$ cat config.mk
export PLATFORM = sky130hd
export DESIGN_NAME = indexed_list_engine_core_flat
export DESIGN_NICKNAME = d
export VERILOG_FILES = /design/src/hdl/ile_pkg.sv /design/src/hdl/ile_if.sv /design/src/hdl/indexed_list_engine_core.sv /design/src/hdl/ile_front.sv /design/src/hdl/ile_queue.sv /design/src/hdl/ile_back.sv /design/src/flat_wrapper.sv
export VERILOG_INCLUDE_DIRS = /design/src /design/src/hdl
export SDC_FILE = /design/constraint.sdc
export NUM_CORES = 2
export LEC_CHECK = 0
export BUFFER_PORTS_ARGS = -buffer_cell sky130_fd_sc_hd__buf_4
export CAP_MARGIN = 15
export CELL_PAD_IN_SITES_DETAIL_PLACEMENT = 0
export CELL_PAD_IN_SITES_GLOBAL_PLACEMENT = 2
export CORE_UTILIZATION = 43
export CTS_BUF_LIST = sky130_fd_sc_hd__clkbuf_8 sky130_fd_sc_hd__clkbuf_16
export DETAILED_ROUTE_END_ITERATION = 7
export PLACE_DENSITY = 0.75
export SKIP_LAST_GASP = 1
export SYNTH_ARGS = -nofsm -noshare
export SYNTH_HDL_FRONTEND = slang
export SYNTH_SLANG_ARGS = --single-unit
$ cat constraint.sdc
create_clock -name clk -period 5.1 [get_ports clk]
set_input_delay 1.275 -clock clk [delete_from_list [all_inputs] [get_ports clk]]
set_output_delay 1.275 -clock clk [all_outputs]
set_load 0.1 [all_outputs]
$ cat src/hdl/indexed_list_engine_core_defines.svh
// Assertion macros shared by the indexed list engine modules.
`ifndef INDEXED_LIST_ENGINE_CORE_DEFINES_SVH
`define INDEXED_LIST_ENGINE_CORE_DEFINES_SVH

// Same-cycle implication, checked outside reset.
`define ILE_ASSERT_NOW(label, clk, rst, ante, cons, msg) \
  label: assert property (@(posedge clk) disable iff (rst) (ante) |-> (cons)) \
    else $error(msg);

// Next-cycle implication, checked outside reset.
`define ILE_ASSERT_NEXT(label, clk, rst, ante, cons, msg) \
  label: assert property (@(posedge clk) disable iff (rst) (ante) |=> (cons)) \
    else $error(msg);

`endif

$ cat src/hdl/ile_pkg.sv
// Types and constants of the indexed list engine.
`timescale 1ns / 1ps
package ile_pkg;

  // Default store geometry
  localparam int ILE_DEPTH       = 64;
  localparam int ILE_DATA_WIDTH  = 32;
  localparam int ILE_QUEUE_DEPTH = 2;

  // Fixed port field widths
  localparam int ILE_CMD_W    = 3;
  localparam int ILE_POS_W    = 6;
  localparam int ILE_WORD_W   = 32;
  localparam int ILE_STATUS_W = 3;
  localparam int ILE_COUNT_W  = 7;

  typedef enum logic [ILE_CMD_W-1:0] {
    CMD_APPEND  = 3'd0,
    CMD_REPLACE = 3'd1,
    CMD_REMOVE  = 3'd2,
    CMD_READ    = 3'd3,
    CMD_CLEAR   = 3'd4
  } cmd_t;

  typedef enum logic [ILE_STATUS_W-1:0] {
    ST_OK        = 3'd0,
    ST_FULL      = 3'd1,
    ST_EMPTY     = 3'd2,
    ST_NULL      = 3'd3,
    ST_BAD_INDEX = 3'd4
  } status_t;

  // Work left for the back end once a command is classified
  typedef enum logic [1:0] {
    OP_NONE   = 2'd0,
    OP_WRITE  = 2'd1,
    OP_READ   = 2'd2,
    OP_REMOVE = 2'd3
  } op_kind_t;

  typedef struct packed {
    op_kind_t kind;
    status_t  status;
  } ile_ctl_t;

  typedef enum logic [1:0] {
    BK_IDLE  = 2'd0,
    BK_READ  = 2'd1,
    BK_SHIFT = 2'd2
  } back_state_t;

endpackage

$ cat src/hdl/ile_if.sv
// Request and response channel interfaces of the indexed list engine.
`timescale 1ns / 1ps
interface ile_req_if import ile_pkg::*; ();
  logic                  valid;
  logic                  ready;
  logic [ILE_CMD_W-1:0]  command;
  logic [ILE_POS_W-1:0]  position;
  logic [ILE_WORD_W-1:0] data_value;

  modport source (output valid, output command, output position, output data_value,
                  input ready);
  modport sink (input valid, input command, input position, input data_value,
                output ready);
endinterface

interface ile_rsp_if import ile_pkg::*; ();
  logic                    valid;
  logic                    ready;
  logic [ILE_STATUS_W-1:0] status;
  logic [ILE_WORD_W-1:0]   data_out;
  logic [ILE_COUNT_W-1:0]  element_count;
  logic                    is_empty;

  modport source (output valid, output status, output data_out, output element_count,
                  output is_empty, input ready);
  modport sink (input valid, input status, input data_out, input element_count,
                input is_empty, output ready);
endinterface

$ cat src/hdl/indexed_list_engine_core.sv
// Top level of the indexed list engine: front end, command queue and back end.
//
//  channel    dir  handshake      payload
//  request    in   valid / ready  command, position, data_value
//  response   out  valid / ready  status, data_out, element_count, is_empty
//
// The front end takes one command a cycle while the two-entry queue has room.
// In the back end, append, replace, clear and rejected commands finish in BK_IDLE;
// read goes on to BK_READ; remove goes on to BK_READ and, if entries lie above the
// position, to BK_SHIFT, the single store read port walking the tail down one entry per cycle.
// rst is synchronous: it clears the count, the queue and the back end; the store keeps
// its contents and needs no clearing pass. A stalled response holds the back end,
// the queue fills, and request.ready drops.
`timescale 1ns / 1ps
module indexed_list_engine_core import ile_pkg::*; #(
  parameter int DEPTH      = ILE_DEPTH,
  parameter int DATA_WIDTH = ILE_DATA_WIDTH
) (
  input  logic      clk,
  input  logic      rst,
  ile_req_if.sink   request,
  ile_rsp_if.source response
);

  localparam int AW = $clog2(DEPTH);
  localparam int CW = $clog2(DEPTH + 1);
  localparam int QW = $bits(ile_ctl_t) + AW + DATA_WIDTH + CW;

  logic                  push;
  logic                  q_full;
  logic                  q_empty;
  logic                  q_pop;
  ile_ctl_t              f_ctl;
  logic [AW-1:0]         f_addr;
  logic [DATA_WIDTH-1:0] f_word;
  logic [CW-1:0]         f_count;
  logic [QW-1:0]         q_din;
  logic [QW-1:0]         q_dout;
  ile_ctl_t              b_ctl;
  logic [AW-1:0]         b_addr;
  logic [DATA_WIDTH-1:0] b_word;
  logic [CW-1:0]         b_count;

  ile_front #(
    .DEPTH      (DEPTH),
    .DATA_WIDTH (DATA_WIDTH)
  ) u_front (
    .clk         (clk),
    .rst         (rst),
    .request     (request),
    .q_full      (q_full),
    .push        (push),
    .ctl         (f_ctl),
    .addr        (f_addr),
    .word        (f_word),
    .count_after (f_count)
  );

  // Pack and unpack the queue entry
  assign q_din = {f_ctl, f_addr, f_word, f_count};
  assign {b_ctl, b_addr, b_word, b_count} = q_dout;

  ile_queue #(
    .DEPTH (ILE_QUEUE_DEPTH),
    .WIDTH (QW)
  ) u_queue (
    .clk   (clk),
    .rst   (rst),
    .push  (push),
    .din   (q_din),
    .pop   (q_pop),
    .dout  (q_dout),
    .full  (q_full),
    .empty (q_empty)
  );

  ile_back #(
    .DEPTH      (DEPTH),
    .DATA_WIDTH (DATA_WIDTH)
  ) u_back (
    .clk         (clk),
    .rst         (rst),
    .q_valid     (!q_empty),
    .q_pop       (q_pop),
    .ctl         (b_ctl),
    .addr        (b_addr),
    .word        (b_word),
    .count_after (b_count),
    .response    (response)
  );

endmodule

$ cat src/hdl/ile_front.sv
// Front end: accepts commands, tracks the element count and classifies each command.
`timescale 1ns / 1ps
module ile_front import ile_pkg::*; #(
  parameter int DEPTH      = ILE_DEPTH,
  parameter int DATA_WIDTH = ILE_DATA_WIDTH,
  localparam int AW        = $clog2(DEPTH),
  localparam int CW        = $clog2(DEPTH + 1)
) (
  input  logic                  clk,
  input  logic                  rst,
  ile_req_if.sink               request,
  input  logic                  q_full,
  output logic                  push,
  output ile_ctl_t              ctl,
  output logic [AW-1:0]         addr,
  output logic [DATA_WIDTH-1:0] word,
  output logic [CW-1:0]         count_after
);

  localparam int CMPW = (CW > ILE_POS_W) ? CW : ILE_POS_W;

  logic [CW-1:0] count;
  logic [CW-1:0] count_next;
  logic          in_range;

  // Take a transaction whenever the queue has room
  assign request.ready = !q_full;
  assign push          = request.valid && !q_full;

  // Classify the command against the current count
  always_comb begin
    word        = DATA_WIDTH'(request.data_value);
    addr        = AW'(request.position);
    in_range    = CMPW'(request.position) < CMPW'(count);
    ctl.kind    = OP_NONE;
    ctl.status  = ST_OK;
    count_next  = count;
    case (request.command)
      CMD_APPEND: begin
        if (word == '0) begin
          ctl.status = ST_NULL;
        end else if (count == CW'(DEPTH)) begin
          ctl.status = ST_FULL;
        end else begin
          ctl.kind   = OP_WRITE;
          addr       = AW'(count);
          count_next = count + CW'(1);
        end
      end
      CMD_REPLACE: begin
        if (count == '0) begin
          ctl.status = ST_EMPTY;
        end else if (!in_range) begin
          ctl.status = ST_BAD_INDEX;
        end else begin
          ctl.kind = OP_WRITE;
        end
      end
      CMD_REMOVE: begin
        if (!in_range) begin
          ctl.status = ST_BAD_INDEX;
        end else begin
          ctl.kind   = OP_REMOVE;
          count_next = count - CW'(1);
        end
      end
      CMD_READ: begin
        if (!in_range) begin
          ctl.status = ST_BAD_INDEX;
        end else begin
          ctl.kind = OP_READ;
        end
      end
      CMD_CLEAR: begin
        count_next = '0;
      end
      default: begin
      end
    endcase
    count_after = count_next;
  end

  // Advance the count on each accepted transaction
  always_ff @(posedge clk) begin
    if (rst) begin
      count <= '0;
    end else if (push) begin
      count <= count_next;
    end
  end

endmodule

$ cat src/hdl/ile_queue.sv
// Short queue between the front and back ends.
`timescale 1ns / 1ps
`include "indexed_list_engine_core_defines.svh"
module ile_queue #(
  parameter int DEPTH = 2,
  parameter int WIDTH = 8
) (
  input  logic             clk,
  input  logic             rst,
  input  logic             push,
  input  logic [WIDTH-1:0] din,
  input  logic             pop,
  output logic [WIDTH-1:0] dout,
  output logic             full,
  output logic             empty
);

  localparam int PW = (DEPTH > 1) ? $clog2(DEPTH) : 1;
  localparam int FW = $clog2(DEPTH + 1);

  logic [WIDTH-1:0] slots [DEPTH];
  logic [PW-1:0]    wr_ptr;
  logic [PW-1:0]    rd_ptr;
  logic [FW-1:0]    fill;

  assign full  = (fill == FW'(DEPTH));
  assign empty = (fill == '0);
  assign dout  = slots[rd_ptr];

  // Store the pushed entry
  always_ff @(posedge clk) begin
    if (push) begin
      slots[wr_ptr] <= din;
    end
  end

  // Advance pointers and fill level
  always_ff @(posedge clk) begin
    if (rst) begin
      wr_ptr <= '0;
      rd_ptr <= '0;
      fill   <= '0;
    end else begin
      if (push) begin
        wr_ptr <= (wr_ptr == PW'(DEPTH - 1)) ? '0 : wr_ptr + PW'(1);
      end
      if (pop) begin
        rd_ptr <= (rd_ptr == PW'(DEPTH - 1)) ? '0 : rd_ptr + PW'(1);
      end
      if (push && !pop) begin
        fill <= fill + FW'(1);
      end else if (pop && !push) begin
        fill <= fill - FW'(1);
      end
    end
  end

  `ILE_ASSERT_NOW(a_no_push_full, clk, rst, push, fill < FW'(DEPTH), "push into full queue")
  `ILE_ASSERT_NOW(a_no_pop_empty, clk, rst, pop, fill != '0, "pop from empty queue")
  `ILE_ASSERT_NEXT(a_fill_rise, clk, rst, push && !pop, fill == $past(fill) + FW'(1), "fill lost")

endmodule

$ cat src/hdl/ile_back.sv
// Back end: carries out store writes, reads and compacting removals, and registers results.
`timescale 1ns / 1ps
`include "indexed_list_engine_core_defines.svh"
module ile_back import ile_pkg::*; #(
  parameter int DEPTH      = ILE_DEPTH,
  parameter int DATA_WIDTH = ILE_DATA_WIDTH,
  localparam int AW        = $clog2(DEPTH),
  localparam int CW        = $clog2(DEPTH + 1)
) (
  input  logic                  clk,
  input  logic                  rst,
  input  logic                  q_valid,
  output logic                  q_pop,
  input  ile_ctl_t              ctl,
  input  logic [AW-1:0]         addr,
  input  logic [DATA_WIDTH-1:0] word,
  input  logic [CW-1:0]         count_after,
  ile_rsp_if.source             response
);

  logic [DATA_WIDTH-1:0] mem [DEPTH];

  back_state_t           state;
  back_state_t           state_next;

  // Memory port controls
  logic                  wr_en;
  logic [AW-1:0]         wr_addr;
  logic [DATA_WIDTH-1:0] wr_data;
  logic                  rd_en;
  logic [AW-1:0]         rd_addr;
  logic [DATA_WIDTH-1:0] rd_data;

  // Command in flight
  logic                  op_remove;
  logic [CW-1:0]         op_count;
  logic [AW-1:0]         k;
  logic [AW-1:0]         k_next;
  logic [DATA_WIDTH-1:0] held_word;
  logic                  capture;

  // Result register
  logic                  rsp_valid;
  status_t               rsp_status;
  logic [DATA_WIDTH-1:0] rsp_data;
  logic [CW-1:0]         rsp_count;
  logic                  rsp_load;
  status_t               load_status;
  logic [DATA_WIDTH-1:0] load_data;
  logic [CW-1:0]         load_count;
  logic                  slot_free;

  assign slot_free = !rsp_valid || response.ready;

  // Store: one write port, one registered read port
  always_ff @(posedge clk) begin
    if (wr_en) begin
      mem[wr_addr] <= wr_data;
    end
    if (rd_en) begin
      rd_data <= mem[rd_addr];
    end
  end

  always_ff @(posedge clk) begin
    if (rst) begin
      state <= BK_IDLE;
    end else begin
      state <= state_next;
    end
  end

  // Sequence each command; a removal walks the tail down one entry a cycle
  always_comb begin
    state_next  = state;
    q_pop       = 1'b0;
    wr_en       = 1'b0;
    wr_addr     = addr;
    wr_data     = word;
    rd_en       = 1'b0;
    rd_addr     = addr;
    k_next      = k;
    capture     = 1'b0;
    rsp_load    = 1'b0;
    load_status = ST_OK;
    load_data   = '0;
    load_count  = op_count;
    case (state)
      BK_IDLE: begin
        if (q_valid && slot_free) begin
          q_pop       = 1'b1;
          load_status = ctl.status;
          load_count  = count_after;
          k_next      = addr;
          case (ctl.kind)
            OP_WRITE: begin
              wr_en    = 1'b1;
              rsp_load = 1'b1;
            end
            OP_READ, OP_REMOVE: begin
              rd_en      = 1'b1;
              state_next = BK_READ;
            end
            default: begin
              rsp_load = 1'b1;
            end
          endcase
        end
      end
      BK_READ: begin
        capture = 1'b1;
        if (op_remove && (CW'(k) < op_count)) begin
          rd_en      = 1'b1;
          rd_addr    = k + AW'(1);
          state_next = BK_SHIFT;
        end else begin
          rsp_load   = 1'b1;
          load_data  = rd_data;
          state_next = BK_IDLE;
        end
      end
      BK_SHIFT: begin
        wr_en   = 1'b1;
        wr_addr = k;
        wr_data = rd_data;
        k_next  = k + AW'(1);
        if (CW'(k) + CW'(1) < op_count) begin
          rd_en   = 1'b1;
          rd_addr = k + AW'(1) + AW'(1);
        end else begin
          rsp_load   = 1'b1;
          load_data  = held_word;
          state_next = BK_IDLE;
        end
      end
      default: begin
        state_next = BK_IDLE;
      end
    endcase
  end

  // Hold the command in flight
  always_ff @(posedge clk) begin
    k <= k_next;
    if (q_pop) begin
      op_remove <= (ctl.kind == OP_REMOVE);
      op_count  <= count_after;
    end
    if (capture) begin
      held_word <= rd_data;
    end
  end

  // Result register: load when free, drop once taken
  always_ff @(posedge clk) begin
    if (rst) begin
      rsp_valid <= 1'b0;
    end else if (rsp_load) begin
      rsp_valid <= 1'b1;
    end else if (response.ready) begin
      rsp_valid <= 1'b0;
    end
  end

  always_ff @(posedge clk) begin
    if (rsp_load) begin
      rsp_status <= load_status;
      rsp_data   <= load_data;
      rsp_count  <= load_count;
    end
  end

  assign response.valid         = rsp_valid;
  assign response.status        = rsp_status;
  assign response.data_out      = ILE_WORD_W'(rsp_data);
  assign response.element_count = ILE_COUNT_W'(rsp_count);
  assign response.is_empty      = (rsp_count == '0);

  `ILE_ASSERT_NOW(a_pop_idle, clk, rst, q_pop, state == BK_IDLE, "pop outside idle")
  `ILE_ASSERT_NOW(a_shift_range, clk, rst, state == BK_SHIFT, CW'(k) < op_count, "shift overrun")
  `ILE_ASSERT_NOW(a_load_free, clk, rst, rsp_load, slot_free, "result overwritten")

endmodule
$ cat src/flat_wrapper.sv
// flat-port wrapper written by rule: the top's interface ports become plain ports
module indexed_list_engine_core_flat import ile_pkg::*;
#(
  parameter int DEPTH      = ILE_DEPTH,
  parameter int DATA_WIDTH = ILE_DATA_WIDTH
)
  (clk, rst, request_valid, request_command, request_position, request_data_value, request_ready, response_valid, response_status, response_data_out, response_element_count, response_is_empty, response_ready);
  ile_req_if request_i ();
  ile_rsp_if response_i ();
  input  logic clk;
  input  logic rst;
  input wire logic [$bits(request_i.valid)-1:0] request_valid;
  input wire logic [$bits(request_i.command)-1:0] request_command;
  input wire logic [$bits(request_i.position)-1:0] request_position;
  input wire logic [$bits(request_i.data_value)-1:0] request_data_value;
  output wire logic [$bits(request_i.ready)-1:0] request_ready;
  output wire logic [$bits(response_i.valid)-1:0] response_valid;
  output wire logic [$bits(response_i.status)-1:0] response_status;
  output wire logic [$bits(response_i.data_out)-1:0] response_data_out;
  output wire logic [$bits(response_i.element_count)-1:0] response_element_count;
  output wire logic [$bits(response_i.is_empty)-1:0] response_is_empty;
  input wire logic [$bits(response_i.ready)-1:0] response_ready;
  assign request_i.valid = request_valid;
  assign request_i.command = request_command;
  assign request_i.position = request_position;
  assign request_i.data_value = request_data_value;
  assign request_ready = request_i.ready;
  assign response_valid = response_i.valid;
  assign response_status = response_i.status;
  assign response_data_out = response_i.data_out;
  assign response_element_count = response_i.element_count;
  assign response_is_empty = response_i.is_empty;
  assign response_i.ready = response_ready;
  indexed_list_engine_core #(.DEPTH(DEPTH), .DATA_WIDTH(DATA_WIDTH)) u_core (.clk(clk), .rst(rst), .request(request_i), .response(response_i));
endmodule
==> impl_results.md <==
- RD Place Congestion: 0.855
- XOR/XNOR Fraction of Synth Area: 0.118%
- Ratio of final minimum period to clock period: 98.4%
- Synth top area cells: edfxtp_1 71%, mux4_2 7.2%, mux2i_1 3.1%
- Worst-Margin Slew: 1.20 ns
- Synth warn: 0
- Leakage power: 35.4 nW
- Initial Util: 43.4%
- Synth Instances: 5,982
- Status: complete, no violations
- Htree depth: 4
- Fmax: 0.199 GHz
- Asr flop ratio synth: 0%
- TritonCTS clock tree: built
- Worst hold stages: 0
- Die extent in x: 476 microns
- Drt wl/cell: 32.9 microns
- Hpwl dp: 174,000 microns
- Critical-path top delay cell: edfxtp_1
- Clock transition at the registers of the reported paths: 0.06 ns
- Placed Cells: 8,931
- Die height: 476 microns
- Post-synthesis mux area share: 10.6%
- Main flop type after synthesis: edfxtp_1
- Core Util, Final: 49.9%
- IO Count: 90
- ANT nets after route: 0
- Die ar.: 0.227 sq mm
- Sequential area share after synthesis: 70.8%
- Post-synth top area share: 70.5%
- Synth Area in Adders: 0.324%
- Share of cells above drive strength 1: 20.0%
- Arr. time, crit path: 5.65 ns
- Yosys top cell by area: edfxtp_1
- Clock Tree Buf Depth: 3
- Crit. End Element: flip-flop
- Initial antenna violation count: 10
- Pwr/cell area: 613 mW/mm^2
- DRC viols: 0
- Vias per cell: 6.53
- Yosys cell types: 85
- Grt total ovfl: 0
- R2r worst-path depth: 19
- Req. time, crit path: 5.73 ns
- Fin cells: 9,372
- Peak supply drop: 702 uV
- CTS Buf Count: 229
- Crit path buffers/inverters: 5
- Worst path depth: 19
- Min cycle time layout: 5.02 ns
- Vias: 61,200
- Post-synthesis register bit count: 2,283
- GRT Util Overall: 26.7%
- Critical path class: flip-flop to flip-flop
- Final net count: 6,268
- Total wire length: 309,000 microns
- RSZ-0062 raised after global routing: yes
- Worst hold path class: flip-flop to flip-flop
- Slew Limit Headroom: 19.7%
- Clk root buf: clkbuf_16
- Worst-Skew Late Latency: 0.92 ns
- Layout area overhead: 15.0%
- First-pass GRT wire length: 432,000 microns
- Largest net degree at the start of global routing: 176
- Final setup fails: 0
- Number of I/O port buffers: 89
- Cell mode on critical path: buf_4
- Drt initial violations: 7,342
- Drt first pass iters: 6
- Worst path cell trace: ha_1, nand3_1, xnor2_2, ha_1, a21oi_1, o211ai_1, buf_4, a211oi_1, a311oi_1, buf_4, nand2_8, buf_12, buf_4, a221oi_1, o21ai_0, nand4_1, a21boi_1, buf_4, a311oi_1
- Hold Vio Cnt, Final: 0
- CTS Hold Bufs: 0
- Syn Area/Cell: 16.1 sq um
- Row count: 173
- Critical Path Fanout Max: 35
- CP delay by family, top: compound AO/OA/AOI/OAI gates
- Delay of the slowest cell on the worst path: 0.44 ns
- Final slew viol count: 0
- Mapped Nets: 6,052
- Simple-gate area share of the yosys netlist: 4.45%
- Largest family of logic cells by synthesized area: compound AO/OA/AOI/OAI gates
- Synth Cell Area: 0.0966 sq mm
- Total of max-cap violations: 0
- CP startpoint kind: flip-flop
- Vias in the first global route: 58,800
- CORE AREA: 0.223 sq mm
- Post-synthesis compound-gate area fraction: 11.2%
- Post-synth EDFFs: 2,268
- Worst Clk Skew: 0.0690 ns
- Sink Count: 2,283
[cell usage in the layout (no fill, tap or decap), drive strengths merged, types with 39 or more instances in the layout]
cell and instances:
edfxtp 2268, o22ai 415, mux2i 299, buf 474
clkinv 114, a2111oi 138, a221oi 143, nor2 701
o21ai 187, nand4 39, nand2 94, a21oi 39
clkbuf 232, o221ai 125, mux4 310, nand3 82
a22oi 309, inv 87
[power breakdown]
part	internal, W	switching [W]	leakage, nW
registers	0.0239	0.000772	20.6
logic	0.00889	0.0182	11.1
clock network	0.00905	0.00734	3.74
total	0.0418	0.0263	35.4
[through the flow]
| step | setup WS [ns] | TNS, ns | hold WS [ns] | total power (W) | instance area [sq um] |
|---|---|---|---|---|---|
| 2_1_floorplan | 0.0209 | 0 | 0.451 | 0.0403 | 96600 |
| 3_3_place_gp | 0.0542 | 0 | 0.487 | 0.0513 | 104000 |
| 4_1_cts | 0.00484 | 0 | 0.499 | 0.0679 | 111000 |
| 5_1_grt | -0.0581 | -0.129 | 0.527 | 0.0702 | 111000 |
| 6_report | 0.0812 | 0 | 0.505 | 0.0681 | 111000 |
| 3_5_place_dp | 0.0102 | 0 | 0.488 | 0.0517 | 104000 |
[routing by layer]
layer,wire (microns),GRT usage (%)
met3,28200,4.26
met2,143000,41.7
met1,127000,38.1
met4,10000,8.79
met5,12,0
[cells in the mapped netlist (15+ instances only)]
cell and number:
edfxtp_1 2268, nor2_1 700, o22ai_1 415, mux4_2 310, a22oi_1 308, mux2i_1 298, clkbuf_1 266, o21ai_0 179
a221oi_1 141, a2111oi_0 138, o221ai_1 125, buf_2 106, nand2_1 92, nand3_1 81, buf_1 71, nand4_1 39
a21oi_1 37, a31oi_1 34, a311oi_1 32, and4_1 32, inv_1 29, a21boi_1 28, ha_1 25, buf_4 21
mux2_2 21, buf_6 18, dfxtp_1 15
[cell families (layout without fill, tap and decap cells)]
group / after synthesis / after routing
other cells: 0 / 3
xor+xnor: 13 / 13
fa+ha+maj: 25 / 25
compound gates: 1504 / 1505
flops: 2283 / 2283
simple gates: 1004 / 1004
mux: 630 / 630
buf+inv: 523 / 934
[state kept, by name, indices dropped and copies added, names as in the netlist, named ones only]
| name | count |
|---|---|
| u_core.u_back.held_word | 32 |
| u_core.u_back.op_remove | 1 |
| u_core.u_back.response.valid | 1 |
| u_core.u_queue.rd_ptr | 1 |
| u_core.u_back.k | 6 |
| u_core.u_back.state | 2 |
| u_core.u_back.mem | 2048 |
| u_core.u_queue.slots | 100 |
| u_core.u_front.count | 7 |
| u_core.u_back.op_count | 7 |
| u_core.u_back.response.status | 3 |
| u_core.u_queue.wr_ptr | 1 |
| u_core.u_back.response.data_out | 32 |
| u_core.u_back.response.element_count | 7 |
| u_core.u_back.rd_data | 32 |
| u_core.u_queue.fill | 2 |
[worst reg2reg max path, cell delays in order (launching register included)]
cell      delay [ns]
edfxtp_1        0.44
ha_1            0.25
nand3_1         0.15
xnor2_2         0.29
ha_1            0.30
a21oi_1         0.17
o211ai_1        0.14
buf_4           0.19
a211oi_1        0.25
a311oi_1        0.12
buf_4           0.21
nand2_8         0.23
buf_12          0.32
buf_4           0.28
a221oi_1        0.07
o21ai_0         0.37
nand4_1         0.27
a21boi_1        0.42
buf_4           0.22
a311oi_1        0.05
[timing repair]
action | 4_1_cts | 5_1_grt
buffers inserted | 0 | 9
resized for setup | 2 | 15
pin swaps | 1 | 4
setup endpoints to repair | 2 | 17
gates cloned | 0 | 3
[worst paths after layout]
| kind | startpoint | endpoint | slack, ns |
|---|---|---|---|
| setup / recovery | u_core.u_back.k[1]$_DFFE_PP_ | u_core.u_back.rd_data[17]$_DFFE_PP_ | 0.08 |
| hold / removal | u_core.u_back.rd_data[24]$_DFFE_PP_ | u_core.u_back.held_word[24]$_DFFE_PP_ | 0.51 |
| setup reg to reg | u_core.u_back.k[1]$_DFFE_PP_ | u_core.u_back.rd_data[17]$_DFFE_PP_ | 0.08 |
| hold reg to reg | u_core.u_back.rd_data[24]$_DFFE_PP_ | u_core.u_back.held_word[24]$_DFFE_PP_ | 0.51 |
[final cells by class]
cell class / instances / area, sq um
Antenna cell: 3 / 7.51
Clock buffer: 230 / 5760
Clock inverter: 197 / 1520
Fill cell: 18100 / 112000
Inverter: 31 / 121
Multi-Input combinational cell: 3177 / 26900
Sequential cell: 2283 / 68400
Tap cell: 2975 / 3720
Timing Repair Buffer: 476 / 4710
(Power assumes the default switching activity.)
